===== src/rtl/hks_pkg.sv =====
package hks_pkg;

    localparam int KEY_W    = 64;
    localparam int HALF_W   = 32;
    localparam int OCC_W    = 11;
    localparam int STATUS_W = 3;
    localparam int OUT_W    = 16;
    localparam int PAD_W    = OUT_W - OCC_W - STATUS_W;

    // Fibonacci hashing multiplier (2^64 divided by the golden ratio).
    localparam logic [KEY_W-1:0]  HASH_MULT    = 64'h9E37_79B9_7F4A_7C15;
    localparam logic [HALF_W-1:0] HASH_MULT_HI = HASH_MULT[KEY_W-1:HALF_W];
    localparam logic [HALF_W-1:0] HASH_MULT_LO = HASH_MULT[HALF_W-1:0];

    localparam logic [OCC_W-1:0] LOAD_LIMIT_RESET = 11'd768;

    typedef enum logic [STATUS_W-1:0] {
        ST_NOT_FOUND = 3'd0,
        ST_FOUND     = 3'd1,
        ST_INSERTED  = 3'd2,
        ST_REFUSED   = 3'd3,
        ST_SENTINEL  = 3'd4
    } t_status;

    typedef enum logic [0:0] {
        MODE_INSERT = 1'b0,
        MODE_QUERY  = 1'b1
    } t_mode;

    typedef enum logic [2:0] {
        S_CLEAR,
        S_IDLE,
        S_MUL,
        S_READ,
        S_CMP,
        S_DONE
    } t_state;

    typedef enum logic [1:0] {
        MUL_LO_LO,
        MUL_HI_LO,
        MUL_LO_HI,
        MUL_DRAIN
    } t_mul_step;

endpackage


===== src/rtl/hks_mul.sv =====
module hks_mul (
    input  logic                                  i_clk,
    input  logic [hks_pkg::HALF_W-1:0]            i_a,
    input  logic [hks_pkg::HALF_W-1:0]            i_b,
    output logic [2*hks_pkg::HALF_W-1:0]          o_p
);

    logic [2*hks_pkg::HALF_W-1:0] r_p;

    always_ff @(posedge i_clk) begin
        r_p <= {{hks_pkg::HALF_W{1'b0}}, i_a} * {{hks_pkg::HALF_W{1'b0}}, i_b};
    end

    assign o_p = r_p;

endmodule


===== config.mk =====
export PLATFORM = sky130hd
export DESIGN_NAME = hks_mul
export DESIGN_NICKNAME = d
export VERILOG_FILES = /design/src/rtl/hks_pkg.sv /design/src/rtl/hks_mul.sv
export SDC_FILE = /design/constraint.sdc
export NUM_CORES = 2
export LEC_CHECK = 0
export ABC_AREA = 0
export BUFFER_PORTS_ARGS = -buffer_cell sky130_fd_sc_hd__buf_4
export CAP_MARGIN = 5
export CORE_MARGIN = 1
export CORE_UTILIZATION = 30
export DETAILED_ROUTE_END_ITERATION = 6
export PLACE_DENSITY = 0.51
export SETUP_SLACK_MARGIN = 0.4
export SLEW_MARGIN = 20
export SYNTH_ARGS = -nofsm -noshare
export SYNTH_HDL_FRONTEND = slang
export SYNTH_SLANG_ARGS = --single-unit

===== constraint.sdc =====
create_clock -name i_clk -period 10.6 [get_ports i_clk]
set_clock_uncertainty 0.1 [all_clocks]
set_input_delay 1.06 -clock i_clk [delete_from_list [all_inputs] [get_ports i_clk]]
set_output_delay 1.06 -clock i_clk [all_outputs]
set_load 0.01 [all_outputs]

==> results.json <==
{
  "synth_seq_area_share_pct": 3.69,
  "placementRows": 124,
  "critPathKind": "primary input to flip-flop",
  "drt_iter0_markers": 1157,
  "via_count": 24123,
  "grt_setup_unrepaired": "false",
  "globalRoute.totalOverflow": 0,
  "die_width_um": 342,
  "placeableCoreArea_um2": 115000,
  "yosys_warnings": 0,
  "finalCoreUtilization_pct": 32.4,
  "synthCells": 3748,
  "final-max-slew-violation-count": 0,
  "grt_use_total_pct": 17.9,
  "count_of_endpoints_failing_hold_in_the_final_timing_report": 0,
  "remaining_drc_errors": 44,
  "wl_per_cell_um": 19.4,
  "critical_path_arrival_ns": 8.89,
  "synth.distinct_cells": 57,
  "fin_nets": 4891,
  "wire_length_of_the_first_global_routing_pass_um": 158000,
  "post_synth_instance_area_um2": 34700,
  "path_max_fanout": 32,
  "final_min_period_over_clock_period_pct": 81.9,
  "io_pins": 129,
  "syn_to_final_growth_pct": 6.86,
  "synth_top_area_share_pct": 51.7,
  "synthesis.nets": 4972,
  "routed_wl_um": 101000,
  "chipHeight_um": 342,
  "cts.path.max_buffers": 2,
  "crit_path_frequent_cell": "fa_1",
  "detailedRoute.firstPassIterationCount": 7,
  "final_setup_violations": 0,
  "startpoint": "i_a[24]",
  "hold_start": "i_a[0]",
  "async_reset_ff_share_pct": 0,
  "detailedPlace.worstSlack_ns": 1.65,
  "floorplan.die_area_um2": 117000,
  "worstMarginPinSlew_ns": 0.788,
  "largest_register_ffs": 64,
  "post_route_cells_drive_above_1_share_pct": 4.38,
  "grt_antenna_before_repair": 4,
  "dpl_hpwl_um": 81400,
  "post_drt_via_cell_ratio": 4.65,
  "ctsHoldBuffers": 0,
  "worst_slack_ns": 1.92,
  "synth_top_cell_by_area": "fa_1",
  "postSynthRegisterBits": 64,
  "synthTopCellsByCount": "fa_1, inv_1, and2_1, nand2_1, ha_1",
  "synth.top_cells.by_area": "fa_1, and2_1, ha_1",
  "gp_congestion": 0.847,
  "start_kind": "primary input",
  "buffers_inserted_by_post_cts_timing_repair": 0,
  "clock_net_sink_count": 64,
  "cp_max_stage_cell": "a31oi_1",
  "ant_nets": 0,
  "synth_enable_flop_cells": 0,
  "grt_max_degree": 33,
  "failed_checks": "design-rule violations",
  "clock_tree.htree_level_count": 3,
  "postSynthAreaPerCell_um2": 9.25,
  "cts_resized": 0,
  "timing.slew.headroom_pct": 47.2,
  "finalWorstPathRequiredPeriod_ns": 8.68,
  "tritoncts": "built",
  "end_kind": "flip-flop",
  "port-buffer-count": 128,
  "fmax_mhz": 115,
  "count_of_filler_cells_inserted_in_the_layout": 12135,
  "critPathMaxStageDelay_ns": 0.67,
  "cts-buffers-inserted": 9,
  "most_common_cell_in_the_synthesized_netlist": "fa_1",
  "final.setup.tns_ns": 0,
  "clock_tree.root_cell": "clkbuf_16",
  "hold_class": "primary input to flip-flop",
  "initial_core_util_pct": 30.3,
  "drv.max_cap_violation_count": 0,
  "timing.critical_path.required_ns": 10.81,
  "ys.flop_type": "dfxtp_1",
  "via_count_of_the_first_global_routing_pass": 27001,
  "clock_pin_slew_worst_setup_and_hold_paths_ns": 0.06,
  "status": "complete, but fails checks"
}
[final cells by class]
type | instances | area, um^2 | share of cell area, %
sequential | 64 | 1280 | 3.46
clock buffer | 10 | 239 | 0.645
clock inverter | 6 | 115 | 0.311
timing repair buffer | 128 | 961 | 2.59
inverter | 865 | 3250 | 8.76
antenna | 2 | 5.00 | 0.0135
tap | 1512 | 1890 | 5.11
multi-input combinational | 2599 | 29300 | 79.1
[kinds of logic after synthesis]
group	Yosys count	share of synthesized area, %
simple gates	1177	17.6
fa+ha+maj	1159	61.2
buf+inv	1085	11.8
compound gates	202	4.15
flops	64	3.69
xor+xnor	60	1.52
mux	1	0.0289
[placed cells by master (no fill, tap or decap), types with 3 or more instances in the layout]
master,n
fa_1,896
inv_1,865
and2_1,602
nand2_1,480
ha_1,263
buf_4,128
dfxtp_1,64
a21oi_1,63
a21o_1,40
xnor2_1,35
xor2_1,25
nand4_1,23
o21ai_0,21
nor2_1,20
and3_1,14
a31oi_1,12
o21bai_1,10
nand3_1,10
o21a_1,9
clkbuf_16,9
nor3_1,7
o21ai_1,5
a221o_1,4
a211oi_1,3
a221oi_4,3
a21oi_2,3
o31ai_4,3
or3_1,3
o221ai_1,3
or2_2,3
or4_1,3
and4_1,3
a21boi_1,3
bufinv_16,3
[through the flow]
step                      area [um^2]  hold slack, ns  cells
final                           37100            1.10   5186
after global routing            37000            1.08   5184
after CTS                       37000            1.06   5184
after detailed placement        36700            1.35   5168
after global placement          36700            1.35   5168
after floorplan                 34700            1.09   3748
[worst max-delay path, delay by kind of cell]
family / cells / cell delay [ns]
and+or+nand+nor: 4 / 1.33
adders and majority gates: 9 / 4.30
AOI/OAI and AO/OA: 4 / 1.26
buffers and inverters: 7 / 0.77
xor gates and xnor gates: 1 / 0.14
[metal layers]
layer / GRT usage, % / vias up / share of wire, %
met1: 21.5 / 12811 / 39
li1: - / 10672 / -
met2: 33.3 / 518 / 54
met5: 0 / - / 0.013
met4: 5.74 / 2 / 3.5
met3: 1.74 / 120 / 3.3
[worst paths after layout]
check                     end  slack (ns)  cells after the start
worst min-delay path   o_p[0]        1.10                      2
worst max-delay path  o_p[62]        1.92                     25
Power is not shown: default switching activity piles up to over one toggle a cycle in this logic, so the estimate is an artifact.
